--- src/lfsp_pkg.sv ---
// ----------------------------------------------------------------------------
// lfsp_pkg
// Shared types and constants for the line-follow steering block: register
// indexes, register reset values, the register bank and the stage record.
// ----------------------------------------------------------------------------
package lfsp_pkg;

  // Field widths fixed by the register map and the result format.
  localparam int THR_BITS       = 10;
  localparam int SPEED_BITS     = 8;
  localparam int GAIN_BITS      = 12;
  localparam int ERR_BITS       = 3;
  localparam int DELTA_BITS     = 4;
  localparam int CFG_INDEX_BITS = 3;
  localparam int CFG_DATA_BITS  = 12;

  // Register indexes on the configuration channel.
  localparam logic [CFG_INDEX_BITS-1:0] REG_MODE       = 3'd0;
  localparam logic [CFG_INDEX_BITS-1:0] REG_THRESHOLD  = 3'd1;
  localparam logic [CFG_INDEX_BITS-1:0] REG_BASE_LEFT  = 3'd2;
  localparam logic [CFG_INDEX_BITS-1:0] REG_BASE_RIGHT = 3'd3;
  localparam logic [CFG_INDEX_BITS-1:0] REG_SLOW_SPEED = 3'd4;
  localparam logic [CFG_INDEX_BITS-1:0] REG_GAIN_P     = 3'd5;
  localparam logic [CFG_INDEX_BITS-1:0] REG_GAIN_I     = 3'd6;
  localparam logic [CFG_INDEX_BITS-1:0] REG_GAIN_D     = 3'd7;

  // Steering mode codes.
  localparam logic MODE_BANG = 1'b0;
  localparam logic MODE_PID  = 1'b1;

  // Largest wheel speed.
  localparam logic [SPEED_BITS-1:0] SPEED_MAX = 8'd255;

  // Register bank.
  typedef struct packed {
    logic                  mode_select;
    logic [THR_BITS-1:0]   dark_level;
    logic [SPEED_BITS-1:0] base_left;
    logic [SPEED_BITS-1:0] base_right;
    logic [SPEED_BITS-1:0] slow_speed;
    logic [GAIN_BITS-1:0]  gain_p;
    logic [GAIN_BITS-1:0]  gain_i;
    logic [GAIN_BITS-1:0]  gain_d;
  } cfg_t;

  // Register values after reset (gains are Q8.4: 12.0, 0.0 and 5.0).
  localparam cfg_t CFG_RESET = '{
    mode_select:     MODE_PID,
    dark_level:      10'd700,
    base_left:       8'd80,
    base_right:      8'd74,
    slow_speed:      8'd15,
    gain_p:          12'd192,
    gain_i:          12'd0,
    gain_d:          12'd80
  };

  // What the error stage hands to the correction stage for one tick.
  typedef struct packed {
    logic                         pid;
    logic signed [ERR_BITS-1:0]   err;
    logic signed [DELTA_BITS-1:0] err_delta;
    logic [SPEED_BITS-1:0]        bang_left;
    logic [SPEED_BITS-1:0]        bang_right;
  } step_t;

endpackage

--- src/lfsp_error.sv ---
// ----------------------------------------------------------------------------
// lfsp_error
// Sensor thresholding, position error, error sum update and bang-bang speeds
// for one tick. Purely combinational; the caller registers the results.
// ----------------------------------------------------------------------------
module lfsp_error #(
  parameter int SAMPLE_BITS = 10,
  parameter int SUM_BITS    = 24
) (
  input  lfsp_pkg::cfg_t                       cfg,
  input  logic [SAMPLE_BITS-1:0]               left_sample,
  input  logic [SAMPLE_BITS-1:0]               mid_sample,
  input  logic [SAMPLE_BITS-1:0]               right_sample,
  input  logic                                 restart,
  input  logic signed [lfsp_pkg::ERR_BITS-1:0] prev_error,
  input  logic signed [SUM_BITS-1:0]           error_sum,
  output lfsp_pkg::step_t                      step,
  output logic signed [lfsp_pkg::ERR_BITS-1:0] prev_error_next,
  output logic signed [SUM_BITS-1:0]           error_sum_next
);
  import lfsp_pkg::*;

  localparam int CMP_W = (SAMPLE_BITS > THR_BITS) ? SAMPLE_BITS : THR_BITS;

  // Sensor patterns, left sensor in the top bit.
  localparam logic [2:0] PAT_NONE       = 3'b000;
  localparam logic [2:0] PAT_RIGHT      = 3'b001;
  localparam logic [2:0] PAT_MID        = 3'b010;
  localparam logic [2:0] PAT_MID_RIGHT  = 3'b011;
  localparam logic [2:0] PAT_LEFT       = 3'b100;
  localparam logic [2:0] PAT_LEFT_MID   = 3'b110;

  logic                         on_l, on_m, on_r;
  logic [2:0]                   pattern;
  logic signed [ERR_BITS-1:0]   prev_eff;
  logic signed [SUM_BITS-1:0]   sum_eff;
  logic signed [ERR_BITS-1:0]   err;
  logic [SUM_BITS:0]            sum_wide;
  logic signed [SUM_BITS-1:0]   sum_sat;
  logic                         pid;

  // A sample strictly above the threshold sees the black line.
  assign on_l    = CMP_W'(left_sample)  > CMP_W'(cfg.dark_level);
  assign on_m    = CMP_W'(mid_sample)   > CMP_W'(cfg.dark_level);
  assign on_r    = CMP_W'(right_sample) > CMP_W'(cfg.dark_level);
  assign pattern = {on_l, on_m, on_r};
  assign pid     = (cfg.mode_select == MODE_PID);

  // Restart clears the loop state before this tick uses it.
  assign prev_eff = restart ? '0 : prev_error;
  assign sum_eff  = restart ? '0 : error_sum;

  // Position error; ambiguous patterns hold the previous error.
  always_comb begin
    unique case (pattern)
      PAT_LEFT:      err = -3'sd2;
      PAT_LEFT_MID:  err = -3'sd1;
      PAT_MID:       err = 3'sd0;
      PAT_MID_RIGHT: err = 3'sd1;
      PAT_RIGHT:     err = 3'sd2;
      PAT_NONE:      err = 3'sd0;
      default:       err = prev_eff;
    endcase
  end

  // Error sum with saturation at the signed limits of the accumulator.
  always_comb begin
    sum_wide = {sum_eff[SUM_BITS-1], sum_eff} + {{(SUM_BITS-2){err[ERR_BITS-1]}}, err};
    if (sum_wide[SUM_BITS] != sum_wide[SUM_BITS-1]) begin
      sum_sat = sum_wide[SUM_BITS] ? {1'b1, {(SUM_BITS-1){1'b0}}}
                                   : {1'b0, {(SUM_BITS-1){1'b1}}};
    end else begin
      sum_sat = sum_wide[SUM_BITS-1:0];
    end
  end

  // Only PID mode advances the loop state.
  assign prev_error_next = pid ? err : prev_eff;
  assign error_sum_next  = pid ? sum_sat : sum_eff;

  // Bang-bang speeds; a black right sensor wins over a black left one.
  always_comb begin
    step.pid       = pid;
    step.err       = pid ? err : '0;
    step.err_delta = DELTA_BITS'(err) - DELTA_BITS'(prev_eff);
    if (on_r) begin
      step.bang_left  = cfg.base_left;
      step.bang_right = cfg.slow_speed;
    end else if (on_l) begin
      step.bang_left  = cfg.slow_speed;
      step.bang_right = cfg.base_right;
    end else begin
      step.bang_left  = cfg.base_left;
      step.bang_right = cfg.base_right;
    end
  end

endmodule

--- src/lfsp_drive.sv ---
// ----------------------------------------------------------------------------
// lfsp_drive
// PID correction and wheel speed clamping for one tick. Combinational; the
// caller registers the speeds.
// ----------------------------------------------------------------------------
module lfsp_drive #(
  parameter int SUM_BITS = 24
) (
  input  lfsp_pkg::cfg_t                         cfg,
  input  lfsp_pkg::step_t                        step,
  input  logic signed [SUM_BITS-1:0]             error_sum,
  output logic [lfsp_pkg::SPEED_BITS-1:0]        left_speed,
  output logic [lfsp_pkg::SPEED_BITS-1:0]        right_speed,
  output logic signed [lfsp_pkg::ERR_BITS-1:0]   line_error
);
  import lfsp_pkg::*;

  localparam int PROD_P_W = GAIN_BITS + 1 + ERR_BITS;
  localparam int PROD_D_W = GAIN_BITS + 1 + DELTA_BITS;
  localparam int PROD_I_W = GAIN_BITS + 1 + SUM_BITS;
  localparam int CORR_W   = SUM_BITS + 16;

  logic signed [PROD_P_W-1:0] term_p;
  logic signed [PROD_D_W-1:0] term_d;
  logic signed [PROD_I_W-1:0] term_i;
  logic signed [CORR_W-1:0]   corr;
  logic signed [CORR_W-1:0]   left_val;
  logic signed [CORR_W-1:0]   right_val;

  // Q.4 value to wheel speed: negative gives zero, then drop the fraction
  // and clamp to the top speed.
  function automatic logic [SPEED_BITS-1:0] to_speed(input logic signed [CORR_W-1:0] v);
    logic [SPEED_BITS-1:0] s;
    if (v[CORR_W-1]) begin
      s = '0;
    end else if (|v[CORR_W-1:SPEED_BITS+4]) begin
      s = SPEED_MAX;
    end else begin
      s = v[SPEED_BITS+3:4];
    end
    return s;
  endfunction

  // Correction in Q.4 units; the gains are unsigned.
  assign term_p = $signed({1'b0, cfg.gain_p}) * $signed(step.err);
  assign term_d = $signed({1'b0, cfg.gain_d}) * $signed(step.err_delta);
  assign term_i = $signed({1'b0, cfg.gain_i}) * error_sum;
  assign corr   = CORR_W'(term_p) + CORR_W'(term_i) + CORR_W'(term_d);

  // Correction steers left up and right down.
  assign left_val  = CORR_W'($signed({1'b0, cfg.base_left, 4'b0000})) + corr;
  assign right_val = CORR_W'($signed({1'b0, cfg.base_right, 4'b0000})) - corr;

  // Result selection by mode.
  assign left_speed  = step.pid ? to_speed(left_val)  : step.bang_left;
  assign right_speed = step.pid ? to_speed(right_val) : step.bang_right;
  assign line_error  = step.err;

endmodule

--- src/line_follow_steering_pid.sv ---
// ----------------------------------------------------------------------------
// line_follow_steering_pid
// Three-sensor line-follow steering with bang-bang or PID control.
// ----------------------------------------------------------------------------
// The block takes one sensor tick per clock cycle while results are taken
// and returns one pair of wheel speeds per tick: the error stage (threshold,
// position error and error sum, which is where the loop state is updated)
// works on the input register, the correction stage (three gain products and
// the speed clamp) works on the middle register, and the result then waits
// in the output register, where it is offered on the result side.
// Back-to-back ticks flow through at full rate as long as the result side
// takes them; a stalled result holds the pipeline. Setting restart on a tick
// clears the previous error and the error sum before that tick is used.
// Registers are written one per cycle on the configuration channel, which is
// always ready, and should only be written while no tick is in flight.
// ----------------------------------------------------------------------------
module line_follow_steering_pid #(
  parameter int SAMPLE_BITS = 10,
  parameter int SUM_BITS    = 24
) (
  input  logic                                    clk,
  input  logic                                    rst,
  // Sensor tick stream.
  input  logic                                    s_axis_tvalid,
  output logic                                    s_axis_tready,
  // left_sample, mid_sample, right_sample, zero padding
  input  logic [((3*SAMPLE_BITS+7)/8)*8-1:0]      s_axis_tdata,
  // restart
  input  logic                                    s_axis_tuser,
  // Wheel speed stream.
  output logic                                    m_axis_tvalid,
  input  logic                                    m_axis_tready,
  // left_speed, right_speed, line_error, zero padding
  output logic [23:0]                             m_axis_tdata,
  // Register write channel.
  input  logic                                    cfg_valid,
  output logic                                    cfg_ready,
  input  logic [lfsp_pkg::CFG_INDEX_BITS-1:0]     cfg_index,
  input  logic [lfsp_pkg::CFG_DATA_BITS-1:0]      cfg_data
);
  import lfsp_pkg::*;

  localparam int OUT_BITS = 2*SPEED_BITS + ERR_BITS;

  cfg_t                        cfg;

  logic                        in_v;
  logic [SAMPLE_BITS-1:0]      in_left, in_mid, in_right;
  logic                        in_restart;
  logic                        mid_v;
  step_t                       mid_step;
  logic                        out_v;
  logic [SPEED_BITS-1:0]       out_left, out_right;
  logic signed [ERR_BITS-1:0]  out_err;

  logic signed [ERR_BITS-1:0]  prev_error, prev_error_next;
  logic signed [SUM_BITS-1:0]  error_sum, error_sum_next;

  step_t                       step;
  logic [SPEED_BITS-1:0]       drv_left, drv_right;
  logic signed [ERR_BITS-1:0]  drv_err;

  logic                        out_ok, mid_ok, in_ok;

  // Register writes.
  assign cfg_ready = 1'b1;

  always_ff @(posedge clk) begin
    if (rst) begin
      cfg <= CFG_RESET;
    end else if (cfg_valid) begin
      unique case (cfg_index)
        REG_MODE:       cfg.mode_select <= cfg_data[0];
        REG_THRESHOLD:  cfg.dark_level  <= cfg_data[THR_BITS-1:0];
        REG_BASE_LEFT:  cfg.base_left   <= cfg_data[SPEED_BITS-1:0];
        REG_BASE_RIGHT: cfg.base_right  <= cfg_data[SPEED_BITS-1:0];
        REG_SLOW_SPEED: cfg.slow_speed  <= cfg_data[SPEED_BITS-1:0];
        REG_GAIN_P:     cfg.gain_p      <= cfg_data[GAIN_BITS-1:0];
        REG_GAIN_I:     cfg.gain_i      <= cfg_data[GAIN_BITS-1:0];
        REG_GAIN_D:     cfg.gain_d      <= cfg_data[GAIN_BITS-1:0];
        default: ;
      endcase
    end
  end

  // A stage may load when it is empty or its contents move on this cycle.
  assign out_ok        = !out_v || m_axis_tready;
  assign mid_ok        = !mid_v || out_ok;
  assign in_ok         = !in_v  || mid_ok;
  assign s_axis_tready = in_ok;

  // Error stage between the input register and the middle register.
  lfsp_error #(
    .SAMPLE_BITS (SAMPLE_BITS),
    .SUM_BITS    (SUM_BITS)
  ) u_error (
    .cfg             (cfg),
    .left_sample     (in_left),
    .mid_sample      (in_mid),
    .right_sample    (in_right),
    .restart         (in_restart),
    .prev_error      (prev_error),
    .error_sum       (error_sum),
    .step            (step),
    .prev_error_next (prev_error_next),
    .error_sum_next  (error_sum_next)
  );

  // The loop state updates on the same edge the middle register loads, so
  // while a tick sits there error_sum holds the sum that tick produced.
  lfsp_drive #(
    .SUM_BITS (SUM_BITS)
  ) u_drive (
    .cfg         (cfg),
    .step        (mid_step),
    .error_sum   (error_sum),
    .left_speed  (drv_left),
    .right_speed (drv_right),
    .line_error  (drv_err)
  );

  // Stage valid bits and loop state.
  always_ff @(posedge clk) begin
    if (rst) begin
      in_v       <= 1'b0;
      mid_v      <= 1'b0;
      out_v      <= 1'b0;
      prev_error <= '0;
      error_sum  <= '0;
    end else begin
      if (in_ok) begin
        in_v <= s_axis_tvalid;
      end
      if (mid_ok) begin
        mid_v <= in_v;
      end
      if (out_ok) begin
        out_v <= mid_v;
      end
      if (in_v && mid_ok) begin
        prev_error <= prev_error_next;
        error_sum  <= error_sum_next;
      end
    end
  end

  // Stage payloads.
  always_ff @(posedge clk) begin
    if (s_axis_tvalid && in_ok) begin
      in_left    <= s_axis_tdata[SAMPLE_BITS-1:0];
      in_mid     <= s_axis_tdata[2*SAMPLE_BITS-1:SAMPLE_BITS];
      in_right   <= s_axis_tdata[3*SAMPLE_BITS-1:2*SAMPLE_BITS];
      in_restart <= s_axis_tuser;
    end
    if (in_v && mid_ok) begin
      mid_step <= step;
    end
    if (mid_v && out_ok) begin
      out_left  <= drv_left;
      out_right <= drv_right;
      out_err   <= drv_err;
    end
  end

  assign m_axis_tvalid = out_v;
  assign m_axis_tdata  = {{(24-OUT_BITS){1'b0}}, out_err, out_right, out_left};

endmodule

--- config.mk ---
export PLATFORM = sky130hd
export DESIGN_NAME = line_follow_steering_pid
export DESIGN_NICKNAME = d
export VERILOG_FILES = /design/src/lfsp_pkg.sv /design/src/lfsp_error.sv /design/src/lfsp_drive.sv /design/src/line_follow_steering_pid.sv
export SDC_FILE = /design/constraint.sdc
export NUM_CORES = 2
export LEC_CHECK = 0
export BUFFER_PORTS_ARGS = -buffer_cell sky130_fd_sc_hd__buf_2
export CORE_MARGIN = 8
export CORE_UTILIZATION = 30
export CTS_CLUSTER_DIAMETER = 30
export DETAILED_ROUTE_END_ITERATION = 8
export GPL_ROUTABILITY_DRIVEN = 0
export PLACE_DENSITY_LB_ADDON = 0.05
export SYNTH_ARGS = -nofsm -noshare
export SYNTH_HDL_FRONTEND = slang
export SYNTH_SLANG_ARGS = --single-unit
--- constraint.sdc ---
create_clock -name clk -period 17.9 [get_ports clk]
set_input_delay 3.58 -clock clk [delete_from_list [all_inputs] [get_ports clk]]
set_output_delay 3.58 -clock clk [all_outputs]
set_load 0.03 [all_outputs]
==> results_dict.tcl <==
set metrics [dict create \
    status "complete, no violations" \
    ir_drop_v 0.0000784 \
    switching_share_pct 50.9 \
    first_iter_violations 1046 \
    powerDensity_mw_per_mm2 92.2 \
    p_switching_mw 1.33 \
    cts_tree "built" \
    nets 3545 \
    die_h_um 311 \
    final_cell_area_sq_mm 0.0283 \
    antenna_found_initial 3 \
    worst-path-buf-inv 6 \
    setup_violations 0 \
    comb_power_share_pct 66.3 \
    cpLargestDelayFamily "adder cells" \
    cts_made_buffers 17 \
    path_depth 31 \
    vias 19723 \
    hold_path.class "reg -> reg" \
    final_common_cell "inv_1" \
    grt_overflow 0 \
    worstPathArrival_ns 10.62 \
    cap_violations 0 \
    post-cts-setup-buffers 0 \
    yosysUniqueCellTypes 95 \
    tightest_slew_ns 1.27 \
    post_cts_resized 0 \
    grt_pass1_wl_mm 128 \
    syn_inst 2872 \
    rows 108 \
    syn_to_final_growth_pct 8.19 \
    crit_path_frequent_cell "fa_1" \
    synthTopCellsByArea "fa_1, ha_1, edfxtp_1" \
    post-route-min-period_ns 10.44 \
    wl_mm 80.7 \
    yosysTopAreaCell "fa_1" \
    pwr-share-clk_pct 15.0 \
    drt_first_pass_iters 5 \
    port_buffers 71 \
    worstHoldPathCells 2 \
    core_sq_mm 0.0866 \
    rsz0062_at_grt "false" \
    slew_violations 0 \
    die-area_sq_mm 0.0968 \
    crit_path_start_kind "flip-flop" \
    end_kind "flip-flop" \
    layout_common_cells "inv_1, fa_1, nand2_1" \
    cts.sinks 175 \
    clk-insertion-delay-late_ns 0.49 \
    synth_edf_count 74 \
    cp_slowest_stage_delay_ns 0.62 \
    yosysWarnings 0 \
    fin_tns_setup_ns 0 \
    wl_per_cell_um 20.0 \
    clkTransAtPathRegs_ns 0.08 \
    cts_hold_buf 0 \
    drc 0 \
    power.leakage_nw 12.0 \
    fp.dieW_um 311 \
    synth-seq-cells 175 \
    fillers 9113 \
    avgSynthCellArea_sq_um 9.10 \
    via_per_inst 4.88 \
    ys_seq_area_share_pct 16.2 \
    antenna_left 0 \
    p_total_mw 2.61 \
    cts_buffer_depth 2 \
    synth_area_sq_mm 0.0261 \
    placed_area_sq_mm 0.0277 \
    synth_async_sr_flop_share_pct 0 \
    grt_max_degree 68 \
    worstPathRequired_ns 18.09 \
    finalHoldViolations 0 \
    ys.flop_type "dfxtp_1" \
    seqPwrFrac_pct 18.7 \
    reg2reg_depth 31 \
    ios 80 \
    slew_headroom_pct 14.4 \
    cp_slowest_cell "nor4_1" \
    finClkSkew_ns 0.0143 \
    fmax_mhz 95.8 \
    h-tree-depth 4 \
    drive_gt1_share_pct 7.01 \
    initial_core_util_pct 30.2 \
    grt_use_total_pct 16.9 \
    crit_type "reg -> reg" \
    worstPathMaxFanout 12 \
    grt_pass1_vias 21329 \
    synth_top_area_share_pct 30.0 \
    intPower_mw 1.28 \
    root_buffer "clkbuf_16" \
    dp_hpwl_mm 64.5 \
    layout_worst_path_cycle_share_pct 58.3 \
]
worst min-delay path: stages (launching register included):
cell,delay [ns]
dfxtp_1,0.31
nand2_1,0.05
a21oi_1,0.05
power groups by stage:
| stage | clock network [mW] | logic, mW | registers [mW] |
|---|---|---|---|
| 5_1_grt | 0.418 | 1.94 | 0.491 |
| 3_5_place_dp | 0 | 1.72 | 0.497 |
| 2_1_floorplan | 0 | 1.25 | 0.475 |
| 4_1_cts | 0.409 | 1.74 | 0.488 |
| 3_3_place_gp | 0 | 1.71 | 0.496 |
| 6_report | 0.391 | 1.73 | 0.486 |
metrics by stage:
step | cells | utilization (%) | hold WS, ns | setup WS (ns)
2_1_floorplan | 2876 | - | 0.448 | 8.94
3_3_place_gp | 4004 | 31.9 | 0.442 | 7.40
3_5_place_dp | 4004 | 31.9 | 0.447 | 7.39
4_1_cts | 4036 | 32.6 | 0.459 | 7.32
5_1_grt | 4036 | 32.6 | 0.473 | 6.93
6_report | 4038 | 32.6 | 0.456 | 7.46
flip-flops by register name, indices dropped and copies added, names as in the netlist:
name           flops
in_left           10
m_axis_tvalid      1
mid_v              1
prev_error         3
out_err            3
cfg               71
out_right          8
out_left           8
error_sum         24
in_right          10
in_v               1
in_mid            10
in_restart         1
mid_step          24
synthesized netlist by cell type, drive strengths merged (16+ instances only):
library cell / number
inv: 464
mux2i: 20
o21ai: 67
fa: 392
dfxtp: 101
xor2: 20
o21a: 17
nand2b: 26
edfxtp: 74
mux2: 19
a211oi: 23
clkbuf: 96
buf: 29
ha: 232
nor3: 34
nand2: 305
and4: 16
a21o: 32
a21oi: 164
xnor2: 40
a31oi: 20
nor2: 123
nor2b: 47
nand4: 22
and2: 243
nand3: 26
worst paths after layout:
path / from / slack, ns / to
worst max-delay path: mid_step[22]$_SDFFCE_PN0P_ / 7.46 / out_right[3]$_DFFE_PP_
worst min register to register: cfg[19]$_SDFFE_PP0P_ / 0.46 / cfg[19]$_SDFFE_PP0P_
worst min-delay path: cfg[19]$_SDFFE_PP0P_ / 0.46 / cfg[19]$_SDFFE_PP0P_
worst max register to register: mid_step[22]$_SDFFCE_PN0P_ / 7.46 / out_right[3]$_DFFE_PP_
routing by layer:
metal | track usage [%] | routed length, um
met1 | 24.1 | 39700
met2 | 27.3 | 37300
met3 | 1.85 | 2180
met4 | 3.90 | 1490
met5 | 0 | 0
area by class of cell:
type / instances / area, sq um / area share (%)
timing repair buffer: 98 / 561 / 1.98
clock buffer: 17 / 425 / 1.50
inverter: 464 / 1740 / 6.16
sequential: 175 / 4250 / 15.0
multi-input combinational: 2112 / 19700 / 69.5
antenna: 2 / 5.00 / 0.0177
clock inverter: 15 / 193 / 0.682
tap: 1155 / 1450 / 5.11
cell families (layout without fill, tap and decap cells):
| logic type | after synthesis | in the layout | share of synthesized area [%] |
|---|---|---|---|
| AO/OA/AOI/OAI | 461 | 461 | 11.8 |
| XOR/XNOR | 60 | 60 | 2.01 |
| adder cells (fa/ha/maj) | 624 | 624 | 41.1 |
| buffers and inverters | 589 | 594 | 8.68 |
| flip-flops | 175 | 175 | 16.2 |
| multiplexers | 39 | 39 | 1.58 |
| other | 2 | 8 | 0.0287 |
| AND/OR/NAND/NOR | 922 | 922 | 18.5 |
Power figures use the tool's default switching activity.
